===== config.mk =====
export PLATFORM = sky130hd
export DESIGN_NAME = fast_packet_reassembler_flat
export DESIGN_NICKNAME = d
export VERILOG_FILES = /design/src/rtl/fpr_pkg.sv /design/src/rtl/fpr_frame_if.sv /design/src/rtl/fast_packet_reassembler.sv /design/src/flat_wrapper.sv
export SDC_FILE = /design/constraint.sdc
export NUM_CORES = 1
export LEC_CHECK = 0
export ABC_AREA = 1
export BUFFER_PORTS_ARGS = -buffer_cell sky130_fd_sc_hd__buf_2
export CAP_MARGIN = 20
export CORE_MARGIN = 5
export CORE_UTILIZATION = 30
export DETAILED_ROUTE_END_ITERATION = 10
export PLACE_DENSITY_LB_ADDON = 0.25
export SKIP_LAST_GASP = 1
export SLEW_MARGIN = 0
export SYNTH_ARGS = -nofsm -noshare
export SYNTH_HDL_FRONTEND = slang
export SYNTH_SLANG_ARGS = --single-unit

===== constraint.sdc =====
create_clock -name clk -period 6.1 [get_ports clk]
set_clock_uncertainty 0.05 [all_clocks]
set_input_delay 0.915 -clock clk [delete_from_list [all_inputs] [get_ports clk]]
set_output_delay 0.915 -clock clk [all_outputs]
set_load 0.005 [all_outputs]

===== src/rtl/fpr_pkg.sv =====
// Shared types, widths, status codes and helper functions for the fast-packet reassembler.
// No dependencies. Every other file in rtl/ imports this package.
`timescale 1ns / 1ps

package fpr_pkg;

    localparam int CAN_ID_W     = 29;
    localparam int DLC_W        = 4;
    localparam int BYTE_W       = 8;
    localparam int PGN_W        = 18;
    localparam int SRC_W        = 8;
    localparam int SEQ_W        = 3;
    localparam int FIDX_W       = 5;
    localparam int EXP_FRAME_W  = 6;
    localparam int LEN_W        = 8;
    localparam int STATUS_W     = 3;
    localparam int COUNT_W      = 3;
    localparam int OUT_LANES    = 7;
    localparam int IN_BYTES     = 8;

    localparam int FIRST_FRAME_BYTES = 6;
    localparam int NEXT_FRAME_BYTES  = 7;

    // Config bus
    localparam int APB_ADDR_W = 2;
    localparam int APB_DATA_W = 32;
    localparam logic [APB_ADDR_W-1:0] REG_MAX_PACKET_LEN = 2'd0;
    localparam logic [LEN_W-1:0] MAX_PACKET_LEN_RESET = 8'd223;

    // Result status codes
    localparam logic [STATUS_W-1:0] ST_IGNORED  = 3'd0;
    localparam logic [STATUS_W-1:0] ST_ERROR    = 3'd1;
    localparam logic [STATUS_W-1:0] ST_STARTED  = 3'd2;
    localparam logic [STATUS_W-1:0] ST_PROGRESS = 3'd3;
    localparam logic [STATUS_W-1:0] ST_COMPLETE = 3'd4;

    typedef logic [BYTE_W-1:0] byte_t;

    typedef struct packed {
        logic [STATUS_W-1:0] status;
        logic [PGN_W-1:0]    packet_pgn;
        logic [SRC_W-1:0]    packet_source;
        logic [LEN_W-1:0]    write_offset;
        logic [COUNT_W-1:0]  write_count;
        byte_t [OUT_LANES-1:0] lanes;
    } result_t;

    // J1939 identifier layout: PDU2 formats (PF >= 240) keep PS in the PGN
    function automatic logic [PGN_W-1:0] pgn_of(input logic [CAN_ID_W-1:0] id);
        logic [7:0] pf;
        logic [7:0] ps;
        pf = id[23:16];
        ps = id[15:8];
        pgn_of = {id[25], id[24], pf, (pf >= 8'd240) ? ps : 8'd0};
    endfunction

endpackage


===== src/rtl/fpr_frame_if.sv =====
// Channel interfaces: CAN frame beats in, reassembly result beats out.
// Depends on fpr_pkg for field widths.
`timescale 1ns / 1ps

interface fpr_frame_if import fpr_pkg::*; ();
    logic                valid;
    logic                ready;
    logic [CAN_ID_W-1:0] can_id;
    logic                is_extended;
    logic [DLC_W-1:0]    frame_len;
    logic [BYTE_W-1:0]   byte0;
    logic [BYTE_W-1:0]   byte1;
    logic [BYTE_W-1:0]   byte2;
    logic [BYTE_W-1:0]   byte3;
    logic [BYTE_W-1:0]   byte4;
    logic [BYTE_W-1:0]   byte5;
    logic [BYTE_W-1:0]   byte6;
    logic [BYTE_W-1:0]   byte7;

    modport source (
        output valid, can_id, is_extended, frame_len,
        output byte0, byte1, byte2, byte3, byte4, byte5, byte6, byte7,
        input  ready
    );
    modport sink (
        input  valid, can_id, is_extended, frame_len,
        input  byte0, byte1, byte2, byte3, byte4, byte5, byte6, byte7,
        output ready
    );
endinterface

interface fpr_result_if import fpr_pkg::*; ();
    logic                valid;
    logic                ready;
    logic [STATUS_W-1:0] status;
    logic [PGN_W-1:0]    packet_pgn;
    logic [SRC_W-1:0]    packet_source;
    logic [LEN_W-1:0]    write_offset;
    logic [COUNT_W-1:0]  write_count;
    logic [BYTE_W-1:0]   out_byte0;
    logic [BYTE_W-1:0]   out_byte1;
    logic [BYTE_W-1:0]   out_byte2;
    logic [BYTE_W-1:0]   out_byte3;
    logic [BYTE_W-1:0]   out_byte4;
    logic [BYTE_W-1:0]   out_byte5;
    logic [BYTE_W-1:0]   out_byte6;

    modport source (
        output valid, status, packet_pgn, packet_source, write_offset, write_count,
        output out_byte0, out_byte1, out_byte2, out_byte3, out_byte4, out_byte5,
        output out_byte6,
        input  ready
    );
    modport sink (
        input  valid, status, packet_pgn, packet_source, write_offset, write_count,
        input  out_byte0, out_byte1, out_byte2, out_byte3, out_byte4, out_byte5,
        input  out_byte6,
        output ready
    );
endinterface


===== src/rtl/fast_packet_reassembler.sv =====
// Fast-packet reassembler top level: frame decode, packet tracking state and result register.
// Depends on fpr_pkg and the channel interfaces in fpr_frame_if.sv.
// Channel   Dir  Handshake        Payload
// frames    in   valid/ready      can_id, is_extended, frame_len, byte0..byte7
// results   out  valid/ready      status, pgn, source, offset, count, out_byte0..6
// apb       in   psel/penable     max_packet_len at byte address 0
//
// Every frame beat yields exactly one result beat, registered in the cycle after it is accepted.
// Throughput is one frame per cycle while results are taken: the tracking state updates at
// the same edge that loads the result register, so the next frame sees it immediately.
// frames.ready drops only while the result register holds a beat that is not taken.
// rst_n clears the tracking state, the result valid flag and restores max_packet_len to 223.
`timescale 1ns / 1ps

module fast_packet_reassembler
    import fpr_pkg::*;
(
    input  logic                  clk,
    input  logic                  rst_n,
    fpr_frame_if.sink             frames,
    fpr_result_if.source          results,
    input  logic                  psel,
    input  logic                  penable,
    input  logic                  pwrite,
    input  logic [APB_ADDR_W-1:0] paddr,
    input  logic [APB_DATA_W-1:0] pwdata,
    output logic [APB_DATA_W-1:0] prdata,
    output logic                  pready
);

    // ---------------------------------------------------------------
    // Configuration register
    // ---------------------------------------------------------------
    logic [LEN_W-1:0] max_len_reg;

    assign pready = 1'b1;

    always_ff @(posedge clk or negedge rst_n)
    begin
        if (!rst_n)
        begin
            max_len_reg <= MAX_PACKET_LEN_RESET;
        end
        else if (psel && penable && pwrite && (paddr == REG_MAX_PACKET_LEN))
        begin
            max_len_reg <= pwdata[LEN_W-1:0];
        end
    end

    always_comb
    begin
        prdata = '0;
        if (paddr == REG_MAX_PACKET_LEN)
        begin
            prdata = {{(APB_DATA_W-LEN_W){1'b0}}, max_len_reg};
        end
    end

    // ---------------------------------------------------------------
    // Packet tracking state
    // ---------------------------------------------------------------
    logic                   busy_reg,      busy_next;
    logic [SEQ_W-1:0]       cur_seq_reg,   cur_seq_next;
    logic [SRC_W-1:0]       cur_src_reg,   cur_src_next;
    logic [PGN_W-1:0]       cur_pgn_reg,   cur_pgn_next;
    logic [LEN_W-1:0]       exp_len_reg,   exp_len_next;
    logic [LEN_W-1:0]       bytes_reg,     bytes_next;
    logic [EXP_FRAME_W-1:0] exp_frame_reg, exp_frame_next;

    // Result register; one beat deep, refilled in the cycle it drains
    logic    res_valid_reg;
    result_t res_reg, res_next;

    logic accept;
    assign frames.ready = !res_valid_reg || results.ready;
    assign accept       = frames.valid && frames.ready;

    // ---------------------------------------------------------------
    // Frame decode
    // ---------------------------------------------------------------
    byte_t [IN_BYTES-1:0] d;
    logic [SRC_W-1:0]     src;
    logic [PGN_W-1:0]     pgn;
    logic [SEQ_W-1:0]     seq;
    logic [FIDX_W-1:0]    fidx;
    logic [LEN_W-1:0]     total;
    logic                 ignore_frame;
    logic                 first_ok;
    logic                 cont_match;
    logic [LEN_W-1:0]     remaining;
    logic [COUNT_W-1:0]   n_first;
    logic [COUNT_W-1:0]   n_cont;
    logic [LEN_W-1:0]     bytes_cont;

    assign d = {frames.byte7, frames.byte6, frames.byte5, frames.byte4,
                frames.byte3, frames.byte2, frames.byte1, frames.byte0};

    assign src   = frames.can_id[SRC_W-1:0];
    assign pgn   = pgn_of(frames.can_id);
    assign seq   = frames.byte0[7:5];
    assign fidx  = frames.byte0[FIDX_W-1:0];
    assign total = frames.byte1;

    // Standard frames and frames without a header plus one byte carry nothing for us
    assign ignore_frame = !frames.is_extended || (frames.frame_len < 4'd2);
    assign first_ok     = (total != '0) && (total <= max_len_reg);
    assign cont_match   = busy_reg && (seq == cur_seq_reg) && (src == cur_src_reg)
                          && (pgn == cur_pgn_reg);

    // Busy implies bytes_reg < exp_len_reg, so remaining is never zero when used
    assign remaining  = exp_len_reg - bytes_reg;
    assign n_first    = (total < LEN_W'(FIRST_FRAME_BYTES)) ? total[COUNT_W-1:0]
                                                            : COUNT_W'(FIRST_FRAME_BYTES);
    assign n_cont     = (remaining < LEN_W'(NEXT_FRAME_BYTES)) ? remaining[COUNT_W-1:0]
                                                               : COUNT_W'(NEXT_FRAME_BYTES);
    assign bytes_cont = bytes_reg + {{(LEN_W-COUNT_W){1'b0}}, n_cont};

    // ---------------------------------------------------------------
    // Next state and result
    // ---------------------------------------------------------------
    always_comb
    begin
        busy_next      = busy_reg;
        cur_seq_next   = cur_seq_reg;
        cur_src_next   = cur_src_reg;
        cur_pgn_next   = cur_pgn_reg;
        exp_len_next   = exp_len_reg;
        bytes_next     = bytes_reg;
        exp_frame_next = exp_frame_reg;
        res_next       = '0;
        res_next.status = ST_IGNORED;

        if (!ignore_frame)
        begin
            if (fidx == '0)
            begin
                if (!first_ok)
                begin
                    // Bad total length: flag it, leave any packet in flight alone
                    res_next.status = ST_ERROR;
                end
                else
                begin
                    // A good first frame always restarts assembly
                    cur_seq_next   = seq;
                    cur_src_next   = src;
                    cur_pgn_next   = pgn;
                    exp_len_next   = total;
                    bytes_next     = {{(LEN_W-COUNT_W){1'b0}}, n_first};
                    exp_frame_next = EXP_FRAME_W'(1);
                    if (total <= LEN_W'(FIRST_FRAME_BYTES))
                    begin
                        busy_next       = 1'b0;
                        res_next.status = ST_COMPLETE;
                    end
                    else
                    begin
                        busy_next       = 1'b1;
                        res_next.status = ST_STARTED;
                    end
                    res_next.packet_pgn    = pgn;
                    res_next.packet_source = src;
                    res_next.write_offset  = '0;
                    res_next.write_count   = n_first;
                    // Payload starts after the header and total length bytes
                    for (int i = 0; i < OUT_LANES - 1; i++)
                    begin
                        if (COUNT_W'(i) < n_first)
                        begin
                            res_next.lanes[i] = d[i+2];
                        end
                    end
                end
            end
            else if (cont_match)
            begin
                if ({1'b0, fidx} != exp_frame_reg)
                begin
                    // Lost or repeated frame: drop the packet
                    busy_next       = 1'b0;
                    cur_seq_next    = '0;
                    cur_src_next    = '0;
                    cur_pgn_next    = '0;
                    exp_len_next    = '0;
                    bytes_next      = '0;
                    exp_frame_next  = '0;
                    res_next.status = ST_ERROR;
                end
                else
                begin
                    bytes_next     = bytes_cont;
                    exp_frame_next = exp_frame_reg + EXP_FRAME_W'(1);
                    if (bytes_cont >= exp_len_reg)
                    begin
                        busy_next       = 1'b0;
                        res_next.status = ST_COMPLETE;
                    end
                    else
                    begin
                        res_next.status = ST_PROGRESS;
                    end
                    res_next.packet_pgn    = cur_pgn_reg;
                    res_next.packet_source = cur_src_reg;
                    res_next.write_offset  = bytes_reg;
                    res_next.write_count   = n_cont;
                    // Payload follows the header byte
                    for (int i = 0; i < OUT_LANES; i++)
                    begin
                        if (COUNT_W'(i) < n_cont)
                        begin
                            res_next.lanes[i] = d[i+1];
                        end
                    end
                end
            end
        end
    end

    // ---------------------------------------------------------------
    // Registers
    // ---------------------------------------------------------------
    always_ff @(posedge clk or negedge rst_n)
    begin
        if (!rst_n)
        begin
            busy_reg      <= 1'b0;
            cur_seq_reg   <= '0;
            cur_src_reg   <= '0;
            cur_pgn_reg   <= '0;
            exp_len_reg   <= '0;
            bytes_reg     <= '0;
            exp_frame_reg <= '0;
        end
        else if (accept)
        begin
            busy_reg      <= busy_next;
            cur_seq_reg   <= cur_seq_next;
            cur_src_reg   <= cur_src_next;
            cur_pgn_reg   <= cur_pgn_next;
            exp_len_reg   <= exp_len_next;
            bytes_reg     <= bytes_next;
            exp_frame_reg <= exp_frame_next;
        end
    end

    always_ff @(posedge clk or negedge rst_n)
    begin
        if (!rst_n)
        begin
            res_valid_reg <= 1'b0;
        end
        else if (accept)
        begin
            res_valid_reg <= 1'b1;
        end
        else if (results.ready)
        begin
            res_valid_reg <= 1'b0;
        end
    end

    // Payload holds while the sink stalls
    always_ff @(posedge clk)
    begin
        if (accept)
        begin
            res_reg <= res_next;
        end
    end

    // ---------------------------------------------------------------
    // Result channel
    // ---------------------------------------------------------------
    assign results.valid         = res_valid_reg;
    assign results.status        = res_reg.status;
    assign results.packet_pgn    = res_reg.packet_pgn;
    assign results.packet_source = res_reg.packet_source;
    assign results.write_offset  = res_reg.write_offset;
    assign results.write_count   = res_reg.write_count;
    assign results.out_byte0     = res_reg.lanes[0];
    assign results.out_byte1     = res_reg.lanes[1];
    assign results.out_byte2     = res_reg.lanes[2];
    assign results.out_byte3     = res_reg.lanes[3];
    assign results.out_byte4     = res_reg.lanes[4];
    assign results.out_byte5     = res_reg.lanes[5];
    assign results.out_byte6     = res_reg.lanes[6];

endmodule


===== src/flat_wrapper.sv =====
// flat-port wrapper written by rule: the top's interface ports become plain ports
module fast_packet_reassembler_flat import fpr_pkg::*;
  (clk, rst_n, psel, penable, pwrite, paddr, pwdata, prdata, pready, frames_valid, frames_can_id, frames_is_extended, frames_frame_len, frames_byte0, frames_byte1, frames_byte2, frames_byte3, frames_byte4, frames_byte5, frames_byte6, frames_byte7, frames_ready, results_valid, results_status, results_packet_pgn, results_packet_source, results_write_offset, results_write_count, results_out_byte0, results_out_byte1, results_out_byte2, results_out_byte3, results_out_byte4, results_out_byte5, results_out_byte6, results_ready);
  fpr_frame_if frames_i ();
  fpr_result_if results_i ();
  input  logic clk;
  input  logic rst_n;
  input  logic psel;
  input  logic penable;
  input  logic pwrite;
  input  logic [APB_ADDR_W-1:0] paddr;
  input  logic [APB_DATA_W-1:0] pwdata;
  output logic [APB_DATA_W-1:0] prdata;
  output logic pready;
  input wire logic [$bits(frames_i.valid)-1:0] frames_valid;
  input wire logic [$bits(frames_i.can_id)-1:0] frames_can_id;
  input wire logic [$bits(frames_i.is_extended)-1:0] frames_is_extended;
  input wire logic [$bits(frames_i.frame_len)-1:0] frames_frame_len;
  input wire logic [$bits(frames_i.byte0)-1:0] frames_byte0;
  input wire logic [$bits(frames_i.byte1)-1:0] frames_byte1;
  input wire logic [$bits(frames_i.byte2)-1:0] frames_byte2;
  input wire logic [$bits(frames_i.byte3)-1:0] frames_byte3;
  input wire logic [$bits(frames_i.byte4)-1:0] frames_byte4;
  input wire logic [$bits(frames_i.byte5)-1:0] frames_byte5;
  input wire logic [$bits(frames_i.byte6)-1:0] frames_byte6;
  input wire logic [$bits(frames_i.byte7)-1:0] frames_byte7;
  output wire logic [$bits(frames_i.ready)-1:0] frames_ready;
  output wire logic [$bits(results_i.valid)-1:0] results_valid;
  output wire logic [$bits(results_i.status)-1:0] results_status;
  output wire logic [$bits(results_i.packet_pgn)-1:0] results_packet_pgn;
  output wire logic [$bits(results_i.packet_source)-1:0] results_packet_source;
  output wire logic [$bits(results_i.write_offset)-1:0] results_write_offset;
  output wire logic [$bits(results_i.write_count)-1:0] results_write_count;
  output wire logic [$bits(results_i.out_byte0)-1:0] results_out_byte0;
  output wire logic [$bits(results_i.out_byte1)-1:0] results_out_byte1;
  output wire logic [$bits(results_i.out_byte2)-1:0] results_out_byte2;
  output wire logic [$bits(results_i.out_byte3)-1:0] results_out_byte3;
  output wire logic [$bits(results_i.out_byte4)-1:0] results_out_byte4;
  output wire logic [$bits(results_i.out_byte5)-1:0] results_out_byte5;
  output wire logic [$bits(results_i.out_byte6)-1:0] results_out_byte6;
  input wire logic [$bits(results_i.ready)-1:0] results_ready;
  assign frames_i.valid = frames_valid;
  assign frames_i.can_id = frames_can_id;
  assign frames_i.is_extended = frames_is_extended;
  assign frames_i.frame_len = frames_frame_len;
  assign frames_i.byte0 = frames_byte0;
  assign frames_i.byte1 = frames_byte1;
  assign frames_i.byte2 = frames_byte2;
  assign frames_i.byte3 = frames_byte3;
  assign frames_i.byte4 = frames_byte4;
  assign frames_i.byte5 = frames_byte5;
  assign frames_i.byte6 = frames_byte6;
  assign frames_i.byte7 = frames_byte7;
  assign frames_ready = frames_i.ready;
  assign results_valid = results_i.valid;
  assign results_status = results_i.status;
  assign results_packet_pgn = results_i.packet_pgn;
  assign results_packet_source = results_i.packet_source;
  assign results_write_offset = results_i.write_offset;
  assign results_write_count = results_i.write_count;
  assign results_out_byte0 = results_i.out_byte0;
  assign results_out_byte1 = results_i.out_byte1;
  assign results_out_byte2 = results_i.out_byte2;
  assign results_out_byte3 = results_i.out_byte3;
  assign results_out_byte4 = results_i.out_byte4;
  assign results_out_byte5 = results_i.out_byte5;
  assign results_out_byte6 = results_i.out_byte6;
  assign results_i.ready = results_ready;
  fast_packet_reassembler u_core (.clk(clk), .rst_n(rst_n), .frames(frames_i), .results(results_i), .psel(psel), .penable(penable), .pwrite(pwrite), .paddr(paddr), .pwdata(pwdata), .prdata(prdata), .pready(pready));
endmodule

Word-level counts from Yosys, hierarchy flattened
Index checks and enable logic that the tools add are counted.
{"block": "totals", "regBits": 157, "elab_cells": 132}
{"block": "classes", "add_sub_neg": 3, "magnitude_cmp": 20, "eq_ne": 5, "n_mux": 57, "bitwise": 3, "n_reduce_logical": 23}
{"cell": "$mux W8", "n": 25}
{"cell": "$mux W48", "n": 2}
{"cell": "$mux W96", "n": 1}
{"cell": "$mux W93", "n": 1}
{"cell": "$mux W18", "n": 4}
{"cell": "$mux W40", "n": 1}
{"cell": "$mux W37", "n": 1}
{"cell": "$mux W3", "n": 10}
{"cell": "$mux W6", "n": 4}
{"cell": "$eq A18 B18 Y1", "n": 1}
{"cell": "$lt A8 B3 Y1 const B", "n": 2}
{"cell": "$lt A3 B3 Y1 const A", "n": 5}
{"cell": "$lt A1 B3 Y1 const A", "n": 4}
{"cell": "$lt A2 B3 Y1 const A", "n": 4}
{"cell": "$reduce_and A5 Y1", "n": 2}
{"cell": "$add A8 B3 Y8", "n": 1}
{"cell": "$eq A8 B8 Y1", "n": 1}
{"cell": "$ge A8 B8 Y1", "n": 1}
{"cell": "$ge A8 B8 Y1 const B", "n": 1}
{"cell": "$le A8 B3 Y1 const B", "n": 1}
{"cell": "$le A8 B8 Y1", "n": 1}
{"cell": "$logic_and A1 B1 Y1", "n": 8}
{"cell": "$mux W1", "n": 8}
{"cell": "$reduce_bool A8 Y1", "n": 1}
{"cell": "other kinds (15)", "n": 21}

Depth between registers and ports, before layout
Gate-level depths: netlist of the first run.
{"block": "logic_depth", "word_depth": 9, "mapped_depth": 31, "depth_no_buf": 31}

Least setup slack after synthesis of the first run
No wires, ideal clock.
{"block": "synth_path", "path_type": "input -> register", "startpoint": "input results_ready", "endpoint": "register u_core.res_reg (netlist bit u_core.results.out_byte0[0]), enable pin", "arrival_ps": 3946, "setup_slack_ps": 1606, "path_stages": 3, "path_buffers": 1, "cell_sequence": "inv_1 a21oi_1 clkbuf_1"}
{"block": "synth_between", "elab_chain_len": 2}
{"item": "start, declared", "line": "flat_wrapper.sv:41", "text": "input wire logic [$bits(results_i.ready)-1:0] results_ready;"}
{"item": "$logic_or A1 B1 Y1", "line": "fast_packet_reassembler.sv:75", "text": "assign frames.ready = !res_valid_reg || results.ready;"}
{"item": "$logic_and A1 B1 Y1", "line": "fast_packet_reassembler.sv:76", "text": "assign accept = frames.valid && frames.ready;"}
{"item": "named net u_core.accept", "line": "fast_packet_reassembler.sv:74", "text": "logic accept;"}
{"item": "end signal, assigned", "line": "fast_packet_reassembler.sv:267", "text": "res_reg <= res_next;"}
{"item": "end, declared", "line": "fast_packet_reassembler.sv:72", "text": "result_t res_reg, res_next;"}
The timed path passes the listed nets, and every way through them passes these cells.
A chain may end at the register's enable or synchronous reset.

Final worst setup path of the first run
{"block": "layout_path", "startpoint": "register u_core.exp_len_reg[0]", "endpoint": "register u_core.res_reg (netlist bit u_core.results.status[1]), data pin"}
{"block": "layout_between", "elab_chain_len": 9}
{"item": "start, declared", "line": "fast_packet_reassembler.sv:66", "text": "logic [LEN_W-1:0] exp_len_reg, exp_len_next;"}
{"item": "start signal, assigned", "line": "fast_packet_reassembler.sv:240", "text": "exp_len_reg <= exp_len_next;"}
{"item": "$sub A8 B8 Y8", "line": "fast_packet_reassembler.sv:111", "text": "assign remaining = exp_len_reg - bytes_reg;"}
{"item": "$lt A8 B3 Y1", "line": "fast_packet_reassembler.sv:114", "text": "assign n_cont = (remaining < LEN_W'(NEXT_FRAME_BYTES)) ? remaining[COUNT_W-1:0]"}
{"item": "$mux W3", "line": "fast_packet_reassembler.sv:114"}
{"item": "$add A8 B3 Y8", "line": "fast_packet_reassembler.sv:116", "text": "assign bytes_cont = bytes_reg + {{(LEN_W-COUNT_W){1'b0}}, n_cont};"}
{"item": "$ge A8 B8 Y1 *", "line": "fast_packet_reassembler.sv:193", "text": "if (bytes_cont >= exp_len_reg)"}
{"item": "$mux W3 *", "line": "fast_packet_reassembler.sv:193"}
{"item": "$mux W3 *", "line": "fast_packet_reassembler.sv:177", "text": "if ({1'b0, fidx} != exp_frame_reg)"}
{"item": "$mux W96 *", "line": "fast_packet_reassembler.sv:175", "text": "else if (cont_match)"}
{"item": "$mux W40 *", "line": "fast_packet_reassembler.sv:135", "text": "if (fidx == '0)"}
Mark *: on every way between the ends. The rest lies on a longest branch, timed or not.

==> qor.txt, run 1 <==
Wirelength per Cell = 16.18 um
Post-CTS setup buffers = 0
Critical Path RT = 6260 ps
Slew Limit Headroom = 25.98%
TritonCTS clock tree = done
Seq cells post-synth = 157
Final net count = 1,501
Mux cell area share after synthesis = 0%
First-pass GRT wire length = 43.31 mm
Max clock buf depth = 2
Routability cong. = 0.8167
CP max stage cell = dfrtp_1
Leak Pwr = 0.005247 uW
Max frequency = 0.1954 GHz
Starting DRT DRC Count = 472
Crit path launch type = register
Worst slew pin tran = 1104 ps
Top-area cell type share of the netlist area = 31.45%
Compound-Gate Fraction of Synth Area = 7.275%
CP top delay family = simple AND/OR/NAND/NOR gates
Endpoints failing hold = 0
Post-synth top flop = edfxtp_1
Critical path arrival = 5280 ps
Synthesized area = 9166 um^2
TritonRoute pass-1 iters = 5
Post-synthesis xor/xnor area fraction = 1.147%
Worst-skew pair later-pin latency = 430 ps
Congestion Overflow GR = 0
Post-synthesis sequential area ratio = 48.20%
Post-cts sizing count = 0
Final HPWL DP = 20.13 mm
Status = finished, final reports clean
Vias in the first global route = 8,111
All-layer global routing usage = 16.01%
Die ar. = 34,150 um^2
Mapped Cells = 1,132
Area Overhead vs Synth = 21.29%
Die width = 184.8 um
IO Count = 270
Worst VDD drop = 185.8 uV
Period minus WS final = 5119 ps
Async SR Flop Fraction = 38.85%
Final-report max-slew violation count = 0
Number of synthesized flops with an enable pin = 96
Avg Cell Area, Syn = 8.097 um^2
# hold bufs at CTS = 0
Synth Area in Adders = 4.122%
Max cap viols = 0
Cell mode on critical path = nand3_1
Final setup violation count = 0
Hold Path Class = register to register
Post-synthesis cell type count = 43
Final period util = 83.92%
Cts bufs inserted = 17
Crit Path Max Fanout = 10
Via-per-instance ratio = 4.762
Via count = 8,300
Largest family of logic cells by synthesized area = simple AND/OR/NAND/NOR gates
Residual DRC = 0
Antenna viol nets, final = 0
Clk sinks = 157
Setup_tns = 0 ps
Largest net degree at the start of global routing = 135
Layout cell share with drive strength beyond 1 = 21.55%
Initial core utilization = 30.20%
Setup crit end kind = register
Post-synthesis simple-gate area fraction = 28.72%
Synth area leaders = edfxtp_1, dfrtp_1, nand2_1
Reg clk slew, reported paths = 70 ps
PD cells = 249.0 nW/um^2
Rows = 64
Initial antenna violation count = 3
Die Span Y = 184.8 um
Crit Path Category = register to register
WP buf/inv = 3
Port buffer count = 216
Ys Warns = 0
Max incr delay on CP = 410 ps
RSZ-0062 raised after global routing = false
Area leader, netlist = edfxtp_1
WL final = 28.21 mm
Hold_ws = 428.8 ps
H-tree depth = 4
Core area = 30,350 um^2
Root buffer cell = clkbuf_16
## layout by cell type, fill, tap and decap left out, types with 4 or more instances in the layout
cell type	instances
conb_1	25
ha_1	27
o21ai_0	35
xor2_1	8
nand2_1	285
nor2_1	84
nor2_4	5
inv_6	5
nand2_2	5
edfxtp_1	96
nand4_1	34
dfstp_2	7
clkbuf_16	17
a21oi_1	71
buf_4	8
dfrtp_1	54
inv_8	4
nor3_1	5
buf_2	216
xnor2_1	4
inv_2	4
nand3_1	160
inv_1	138
o21ai_1	13
## layout make-up
type | count | area, um^2
sequential | 157 | 4418
tap | 396 | 495.5
antenna | 1 | 2.502
inverter | 144 | 540.5
multi-input combinational | 788 | 3902
clock inverter | 15 | 172.7
clock buffer | 17 | 425.4
timing repair buffer | 225 | 1161
fill | 3218 | 19230
## stage by stage
step                      setup slack [ps]  utilization (%)  power (uW)  cells  instance area (um^2)
final                                981.0            36.63        2768   1743                 11120
after global routing                 529.7            36.63        2917   1742                 11120
after CTS                            948.6            36.63        2806   1742                 11120
after detailed placement             962.5            34.66        1697   1710                 10520
after global placement                1094            34.66        1690   1710                 10520
after floorplan                       1606                -        1527   1155                  9253
## worst reg2reg max path: cells and delay by family, from the launching register on
family / cells / cell delay [ps]
flip-flops: 1 / 410
AO/OA/AOI/OAI: 2 / 620
adder cells (fa/ha/maj): 4 / 1260
AND/OR/NAND/NOR: 16 / 2190
buffers and inverters: 3 / 220
XOR/XNOR: 1 / 150
## cells by family (layout without fill, tap and decap cells)
kind of cell,after synthesis,after routing
adder cells (fa/ha/maj),29,29
other,2,26
XOR/XNOR,12,12
buffers and inverters,210,401
AO/OA/AOI/OAI,129,129
AND/OR/NAND/NOR,593,593
flip-flops,157,157
## Yosys cell counts (2+ instances only)
library cell	n
a21oi_1	72
and3_1	2
buf_1	2
buf_2	8
buf_4	26
buf_6	8
clkbuf_1	20
clkbuf_2	2
clkinv_1	2
conb_1	2
dfrtp_1	54
dfstp_2	7
edfxtp_1	96
fa_1	2
ha_1	27
inv_1	138
inv_2	4
nand2_1	286
nand2_2	4
nand2_4	2
nand3_1	160
nand3_4	2
nand3b_1	2
nand4_1	34
nor2_1	85
nor2_2	2
nor2_4	4
nor3_1	6
o21ai_0	35
o21ai_1	13
o22ai_1	2
or2_2	2
xnor2_1	4
xor2_1	8
## where the power goes
group	switching [uW]	internal, uW	leakage (uW)
Clock	511	587	0.000292
Sequential	31.6	1200	0.00177
Combinational	290	154	0.00318
## layer usage
| metal | part of all wire (%) | GRT usage (%) |
|---|---|---|
| met1 | 43 | 20.65 |
| met5 | 0.099 | 0 |
| met4 | 1.6 | 4.287 |
| met3 | 7.1 | 3.555 |
| met2 | 48 | 27.26 |
## final timing paths
| check | start | endpoint | slack [ps] | depth (start not counted) |
|---|---|---|---|---|
| max in group asynchronous | rst_n | u_core.bytes_reg[5]$_DFFE_PN0P_ | 4750 | 2 |
| min | u_core.cur_pgn_reg[8]$_DFFE_PN0P_ | u_core.cur_pgn_reg[8]$_DFFE_PN0P_ | 430 | 2 |
| max | u_core.exp_len_reg[0]$_DFFE_PN0P_ | u_core.results.status[1]$_SDFFCE_PP0P_ | 980 | 26 |
| min reg2reg | u_core.cur_pgn_reg[8]$_DFFE_PN0P_ | u_core.cur_pgn_reg[8]$_DFFE_PN0P_ | 430 | 2 |
| max reg2reg | u_core.exp_len_reg[0]$_DFFE_PN0P_ | u_core.results.status[1]$_SDFFCE_PP0P_ | 980 | 26 |
| min in group asynchronous | rst_n | u_core.cur_pgn_reg[3]$_DFFE_PN0P_ | 650 | 2 |
Note: power is estimated with default switching activity, not from simulation.
==> run 2, diff against run 1 <==
Settings changed: ABC_AREA 1 to 0.
Clock period 6.1 ns to 4.1 ns, I/O delays scaled along.
==> run 2 against run 1 <==
  * The run now ends with negative setup slack left
  * Hold slack got worse by 63 ps
  * Register-to-register slack got worse by 1200 ps
  * Non-clock buffer count increased by 63
  * Sequential share of layout area increased by 1.6 points
  * Total power increased by 43%
  * Maximum frequency increased by 17%
  * Clock power increased by 36%
  * Utilization increased by 3.1 points
  * Synthesized area decreased by 10%
  * Critical path type unchanged
  * Critical endpoint is now u_core.results.status[2]$_SDFFCE_PP0P_
  * Largest power group unchanged
==> qor.txt, run 2 <==
Status = finished, violations left
Failing checks = negative setup slack
Synth area leaders = edfxtp_1, dfrtp_1, a22o_1
Max frequency = 0.2290 GHz (+17%)
Cts bufs inserted = 17 (unchanged)
Core area = 26,950 um^2 (-11%)
Wirelength per Cell = 19.74 um (+22%)
CP endpoint = u_core.results.status[2]$_SDFFCE_PP0P_
RSZ-0062 raised after global routing = true
All-layer global routing usage = 16.50% (+0.49 points)
Worst hold start = pwdata[5]
Power Total = 3952 uW (+43%)
Reg-to-reg slack, setup = -270 ps (-1250 ps)
WL final = 25.81 mm (-8.5%)
Clk sinks = 157 (unchanged)
Vias in the first global route = 6,694 (-17%)
R2r endpoint = u_core.results.status[2]$_SDFFCE_PP0P_
Period minus WS final = 4368 ps (-751.5 ps)
First-pass GRT wire length = 39.22 mm (-9.4%)
Leak Pwr = 0.004654 uW (-11%)
Post-synthesis cell type count = 60 (+40%)
TritonCTS clock tree = done
Die ar. = 30,750 um^2 (-9.9%)
Synth top cells by count = edfxtp_1, a22o_1, dfrtp_1
Starting DRT DRC Count = 444 (-5.9%)
Largest net degree at the start of global routing = 53 (-61%)
R2r worst-path depth = 21 (-19%)
Final-report max-slew violation count = 0 (unchanged)
Critical Path RT = 4230 ps (-2030 ps)
Final HPWL DP = 19.37 mm (-3.8%)
Synthesized area = 8204 um^2 (-10%)
Setup crit end kind = register
Final period util = 106.5% (+23 points)
Layout Utilization = 39.69% (+3.1 points)
Via count = 6,611 (-20%)
Critical path arrival = 4490 ps (-790 ps)
Post-synth top flop = edfxtp_1
Crit Path Category = register to register
Crit path launch type = register
Congestion Overflow GR = 0 (unchanged)
Reg clk slew, reported paths = 70 ps (about the same)
Endpoints failing hold = 0 (unchanged)
Worst R2R Start = u_core.exp_len_reg[0]$_DFFE_PN0P_
Routability cong. = 0.7979 (-2.3%)
Top-area cell type share of the netlist area = 35.14% (+3.7 points)
Final net count = 1,119 (-25%)
TritonRoute pass-1 iters = 5 (unchanged)
Initial antenna violation count = 3 (unchanged)
Port buffer count = 216 (unchanged)
Via-per-instance ratio = 5.058 (+6.2%)
Max cap viols = 0 (unchanged)
Root buffer cell = clkbuf_16
Worst VDD drop = 209.3 uV (+13%)
PD cells = 369.5 nW/um^2 (+48%)
Mapped Cells = 674 (-40%)
H-tree depth = 4 (unchanged)
Seq cells post-synth = 157 (unchanged)
Residual DRC = 0 (unchanged)
Hold Path Class = primary input to register
Final setup violation count = 4 (+4)
Worst setup margin = -267.5 ps (-1249 ps)
Die Span Y = 175.4 um (-5.1%)
Rows = 60 (-6.3%)
Crit. Startpoint = u_core.exp_len_reg[0]$_DFFE_PN0P_
Crit Path Max Fanout = 3 (-7)
Footprint of the multi-input gates = 3532 um^2 (-9.5%)
Die width = 175.4 um (-5.1%)
IO Count = 270 (unchanged)
Layout cell share with drive strength beyond 1 = 39.00% (+17 points)
Top-count cell post-synth = edfxtp_1
Max clock buf depth = 2 (unchanged)
Ys Warns = 0 (unchanged)
Worst slew pin tran = 658.4 ps (-445.9 ps)
Post-synthesis sequential area ratio = 53.85% (+5.7 points)
Avg Cell Area, Syn = 12.17 um^2 (+50%)
Initial core utilization = 30.44% (+0.24 points)
Slew Limit Headroom = 54.97% (+29 points)
Final-layout fill cell count = 2,631 (-18%)
Most frequent cells in the layout = buf_2, edfxtp_1, a22o_1, buf_4, dfrtp_1
Async SR Flop Fraction = 38.85% (unchanged)
Setup WS pre-CTS = -271.1 ps (-1234 ps)
FF/Latch Area = 4418 um^2 (unchanged)
Area Overhead vs Synth = 30.38%
Number of synthesized flops with an enable pin = 96 (unchanged)
Antenna viol nets, final = 0 (unchanged)
Worst-skew pair later-pin latency = 420 ps (about the same)
Area leader, netlist = edfxtp_1
Commonest non-fill, non-tap cell in the layout = buf_2
-- run 2: where the power goes --
| group | internal [uW] | leakage [uW] | switching (uW) | total (uW) |
|---|---|---|---|---|
| clock network | 788 | 0.000250 | 717 | 1500 |
| registers | 1780 | 0.00174 | 47.3 | 1830 |
| logic | 283 | 0.00266 | 335 | 618 |
| total | 2850 | 0.00465 | 1100 | 3950 |
-- run 2: how the worst min path moves through the flow --
stage,endpoint,slack [ps],depth (start not counted)
floorplan,u_core.busy_reg$_DFFE_PN0P_,270,0
global placement,u_core.max_len_reg[5]$_DFFE_PN0P_,440,1
detailed placement,u_core.exp_frame_reg[5]$_DFFE_PN0P_,450,1
CTS,u_core.cur_pgn_reg[2]$_DFFE_PN0P_,320,1
global route,u_core.max_len_reg[0]$_DFFE_PN1P_,360,2
finish,u_core.max_len_reg[5]$_DFFE_PN0P_,370,2
-- run 2: per-stage QoR --
stage	TNS [ps]	cell area [um^2]	std cells	hold WS, ps
finish	-811.3	10700	1307	365.7
global route	-1592	10690	1306	358.9
CTS	-863.9	10540	1299	320.0
detailed placement	-964.2	9976	1264	445.3
global placement	-539.1	9976	1264	441.5
floorplan	-571.5	8335	697	269.4
-- run 2: critical path, cell delays in order, from the launching register on --
cell and delay, ps:
dfrtp_1 390, inv_2 70, ha_4 130, inv_2 30, fa_2 350, a21o_1 200
a21oi_2 150, mux2i_1 220, nand4b_1 170, buf_4 180, buf_6 110, nor3_4 200
inv_2 70, ha_4 220, a21o_1 170, and3_4 170, xnor2_2 130, ha_1 340
a2111oi_4 320, o21ai_2 120, o21a_1 150, a22o_1 180
-- run 2: timing repair --
| action | 4_1_cts | 5_1_grt |
|---|---|---|
| cloned | 0 | 0 |
| buffers inserted | 3 | 4 |
| pin swaps | 2 | 15 |
| hold endpoints to repair | 0 | 3 |
| endpoints found under the setup margin | 4 | 4 |
| hold buffers | 0 | 1 |
| resized for setup | 3 | 18 |
-- run 2: routing by layer --
metal | wire length, um | vias up | GRT usage (%)
li1 | - | 3087 | -
met1 | 11850 | 3230 | 22.76
met2 | 11570 | 268 | 25.65
met3 | 1982 | 24 | 4.412
met4 | 388 | 2 | 4.714
met5 | 13 | - | 0
-- run 2: logic make-up after synthesis --
group	share of synthesized area, %
adder cells (fa/ha/maj)	4.606
other	0.09154
AO/OA/AOI/OAI	19.64
multiplexers	1.861
buffers and inverters	5.856
XOR/XNOR	4.469
AND/OR/NAND/NOR	9.623
flip-flops	53.85
-- run 2: layout make-up --
| class | count | area share (%) |
|---|---|---|
| Inverter | 36 | 1.263 |
| Sequential cell | 157 | 41.30 |
| Clock buffer | 18 | 4.012 |
| Clock inverter | 14 | 1.029 |
| Timing Repair Buffer | 288 | 15.34 |
| Tap cell | 341 | 3.989 |
| Antenna cell | 2 | 0.04679 |
| Multi-Input combinational cell | 451 | 33.02 |
==> run 3, diff against run 2 <==
Settings changed: REMOVE_ABC_BUFFERS set to 1.
Clock period 4.1 ns to 4.17 ns, I/O delays scaled along.
==> run 3 against run 2 <==
  * The flow still finishes with violations (negative setup slack)
  * Via count fell by 0.15%
  * Utilization barely moved
  * Non-clock buffer count fell by 5
  * Combinational power fell by 3%
  * Routed wire length fell by 0.27%
  * First-iteration DRC count rose by 7.0%
  * Worst setup slack improved by 64 ps
  * Final area barely moved
  * Maximum frequency fell by 0.15%
  * Critical endpoint unchanged
==> qor.txt, run 3 (synthesized netlist as in run 2, its figures left out) <==
TritonCTS clock tree = done
Comb power frac = 14.9% (-0.7 points)
Starting DRT DRC Count = 475 (+7.0%)
Endpoints failing hold = 0 (unchanged)
Slew Limit Headroom = 28.85% (-26 points)
Setup_tns = -574.5 ps (+236.9 ps)
CP top delay family = compound AO/OA/AOI/OAI gates
Critical Path RT = 4300 ps (+70 ps)
Status = finished, violations left
Final setup violation count = 4 (unchanged)
Wirelength per Cell = 19.78 um (+0.19%)
Largest net degree at the start of global routing = 79 (+49%)
Crit path depth = 20 (-4.8%)
Cell mode on critical path = a21o_1
Max incr delay on CP = 380 ps (about the same)
Hold_ws = 294.2 ps (-71.47 ps)
Die ar. = 30,750 um^2 (unchanged)
Root buffer cell = clkbuf_16
Leak Pwr = 0.004663 uW (+0.18%)
Worst-skew pair later-pin latency = 420 ps (about the same)
Initial antenna violation count = 1 (-2)
Clk sinks = 157 (unchanged)
PD cells = 377.2 nW/um^2 (+2.1%)
Crit Path Max Fanout = 3 (unchanged)
Worst slew pin tran = 1067 ps (+408.9 ps)
Hold Path Class = primary input to asynchronous set/reset pin
Cts bufs inserted = 17 (unchanged)
Congestion Overflow GR = 0 (unchanged)
Max cap viols = 0 (unchanged)
FF/Latch Area = 4418 um^2 (unchanged)
First-pass GRT wire length = 38.93 mm (-0.74%)
Commonest non-fill, non-tap cell in the layout = buf_2
All-layer global routing usage = 16.23% (-0.28 points)
Power Total = 4038 uW (+2.2%)
Core area = 26,950 um^2 (unchanged)
IO Count = 270 (unchanged)
Period minus WS final = 4374 ps (+6.407 ps)
Layout Utilization = 39.72% (about the same)
Initial core utilization = 30.44% (unchanged)
Rows = 60 (unchanged)
Worst VDD drop = 242.7 uV (+16%)
Critical-path cell list = inv_1 -> ha_2 -> inv_2 -> fa_2 -> a21o_1 -> a21oi_2 -> mux2i_1 -> nand4b_1 -> nor3_2 -> inv_1 -> ha_1 -> a21o_1 -> a21o_1 -> and3_4 -> xnor2_2 -> ha_1 -> a2111oi_4 -> o21ai_2 -> o21a_1 -> a22o_1
Die Span Y = 175.4 um (unchanged)
Routability cong. = 0.8142 (+2.0%)
Critical path arrival = 4500 ps (about the same)
Via-per-instance ratio = 5.074 (+0.31%)
Final-report max-slew violation count = 0 (unchanged)
CP max stage cell = dfrtp_1
Area Overhead vs Synth = 30.49% (about the same)
Crit Path Category = register to register
Worst setup margin = -203.9 ps (+63.59 ps)
Failing checks = negative setup slack
Clock share of power = 40.6% (+2.5 points)
WL final = 25.74 mm (-0.27%)
Antenna viol nets, final = 0 (unchanged)
Crit path launch type = register
Max clock buf depth = 2 (unchanged)
Port buffer count = 216 (unchanged)
RSZ-0062 raised after global routing = true
Die width = 175.4 um (unchanged)
Final period util = 104.9% (-1.6 points)
Reg clk slew, reported paths = 70 ps (about the same)
Final HPWL DP = 18.92 mm (-2.3%)
Vias in the first global route = 6,590 (-1.6%)
Layout cell share with drive strength beyond 1 = 38.69% (-0.32 points)
Residual DRC = 0 (unchanged)
Reg power frac = 44.6% (-1.7 points)
Via count = 6,601 (-0.15%)
Most frequent cells in the layout = buf_2, edfxtp_1, a22o_1, buf_4, dfrtp_1
Pint = 2933 uW (+2.8%)
R2r worst-path depth = 20 (-4.8%)
Final net count = 1,114 (-0.45%)
Switch Pwr = 1105 uW (+0.44%)
Setup crit end kind = register
Sw frac = 27.35% (-0.47 points)
# hold bufs at CTS = 0 (unchanged)
TritonRoute pass-1 iters = 5 (unchanged)
Final-layout fill cell count = 2,611 (-0.76%)
Max frequency = 0.2286 GHz (-0.15%)
WP buf/inv = 3 (-2)
Footprint of the multi-input gates = 3526 um^2 (-0.18%)
H-tree depth = 4 (unchanged)
## run 3: layout make-up
class                           count  area share, %
Sequential cell                   157          41.27
Multi-Input combinational cell    451          32.94
Timing Repair Buffer              283          14.91
Clock buffer                       18          4.009
Tap cell                          341          3.985
Clock inverter                     14          1.601
Inverter                           36          1.262
Antenna cell                        1        0.02338
## run 3: worst reg2reg max path, stage by stage (launching register included)
cell	delay, ps
dfrtp_1	380
inv_1	60
ha_2	170
inv_2	40
fa_2	380
a21o_1	170
a21oi_2	130
mux2i_1	210
nand4b_1	190
nor3_2	230
inv_1	60
ha_1	260
a21o_1	160
a21o_1	170
and3_4	170
xnor2_2	130
ha_1	350
a2111oi_4	380
o21ai_2	120
o21a_1	140
a22o_1	180
## run 3: path summary, 6_finish.rpt
path	startpoint	end	slack [ps]
worst max register to register	u_core.exp_len_reg[0]$_DFFE_PN0P_	u_core.results.status[2]$_SDFFCE_PP0P_	-200
worst min-delay path	rst_n	u_core.cur_seq_reg[0]$_DFFE_PN0P_	290
worst min register to register	u_core.max_len_reg[5]$_DFFE_PN0P_	u_core.max_len_reg[5]$_DFFE_PN0P_	460
max in group asynchronous	rst_n	u_core.max_len_reg[6]$_DFFE_PN1P_	2770
min in group clk	pwdata[4]	u_core.max_len_reg[4]$_DFFE_PN1P_	380
worst max-delay path	u_core.exp_len_reg[0]$_DFFE_PN0P_	u_core.results.status[2]$_SDFFCE_PP0P_	-200
## run 3: timing repair
| item | CTS | global route |
|---|---|---|
| buffers inserted | 1 | 3 |
| setup endpoints to repair | 4 | 4 |
| pin swaps | 1 | 23 |
| resized for setup | 12 | 17 |
| gates cloned | 0 | 0 |
| endpoints found under the hold margin | 0 | 0 |
## run 3: power by group through the flow
stage	combinational (uW)	clock [uW]	sequential, uW
floorplan	275	0	1830
global placement	567	0	1830
detailed placement	574	0	1830
CTS	589	1670	1800
global route	665	1740	1810
finish	601	1640	1800
## run 3: layer usage
layer	share of wire, %	vias up	GRT usage [%]
li1	-	3081	-
met1	45	3232	22.36
met2	46	267	25.92
met3	6.8	21	3.508
met4	1.6	0	4.517
met5	0	-	0
## run 3: stage by stage
step | setup slack (ps) | cells | cell area, um^2
CTS | -86.73 | 1297 | 10590
finish | -203.9 | 1301 | 10710
detailed placement | -382.9 | 1264 | 9945
global route | -432.8 | 1301 | 10710
floorplan | -604.0 | 644 | 7945
global placement | -278.9 | 1264 | 9945
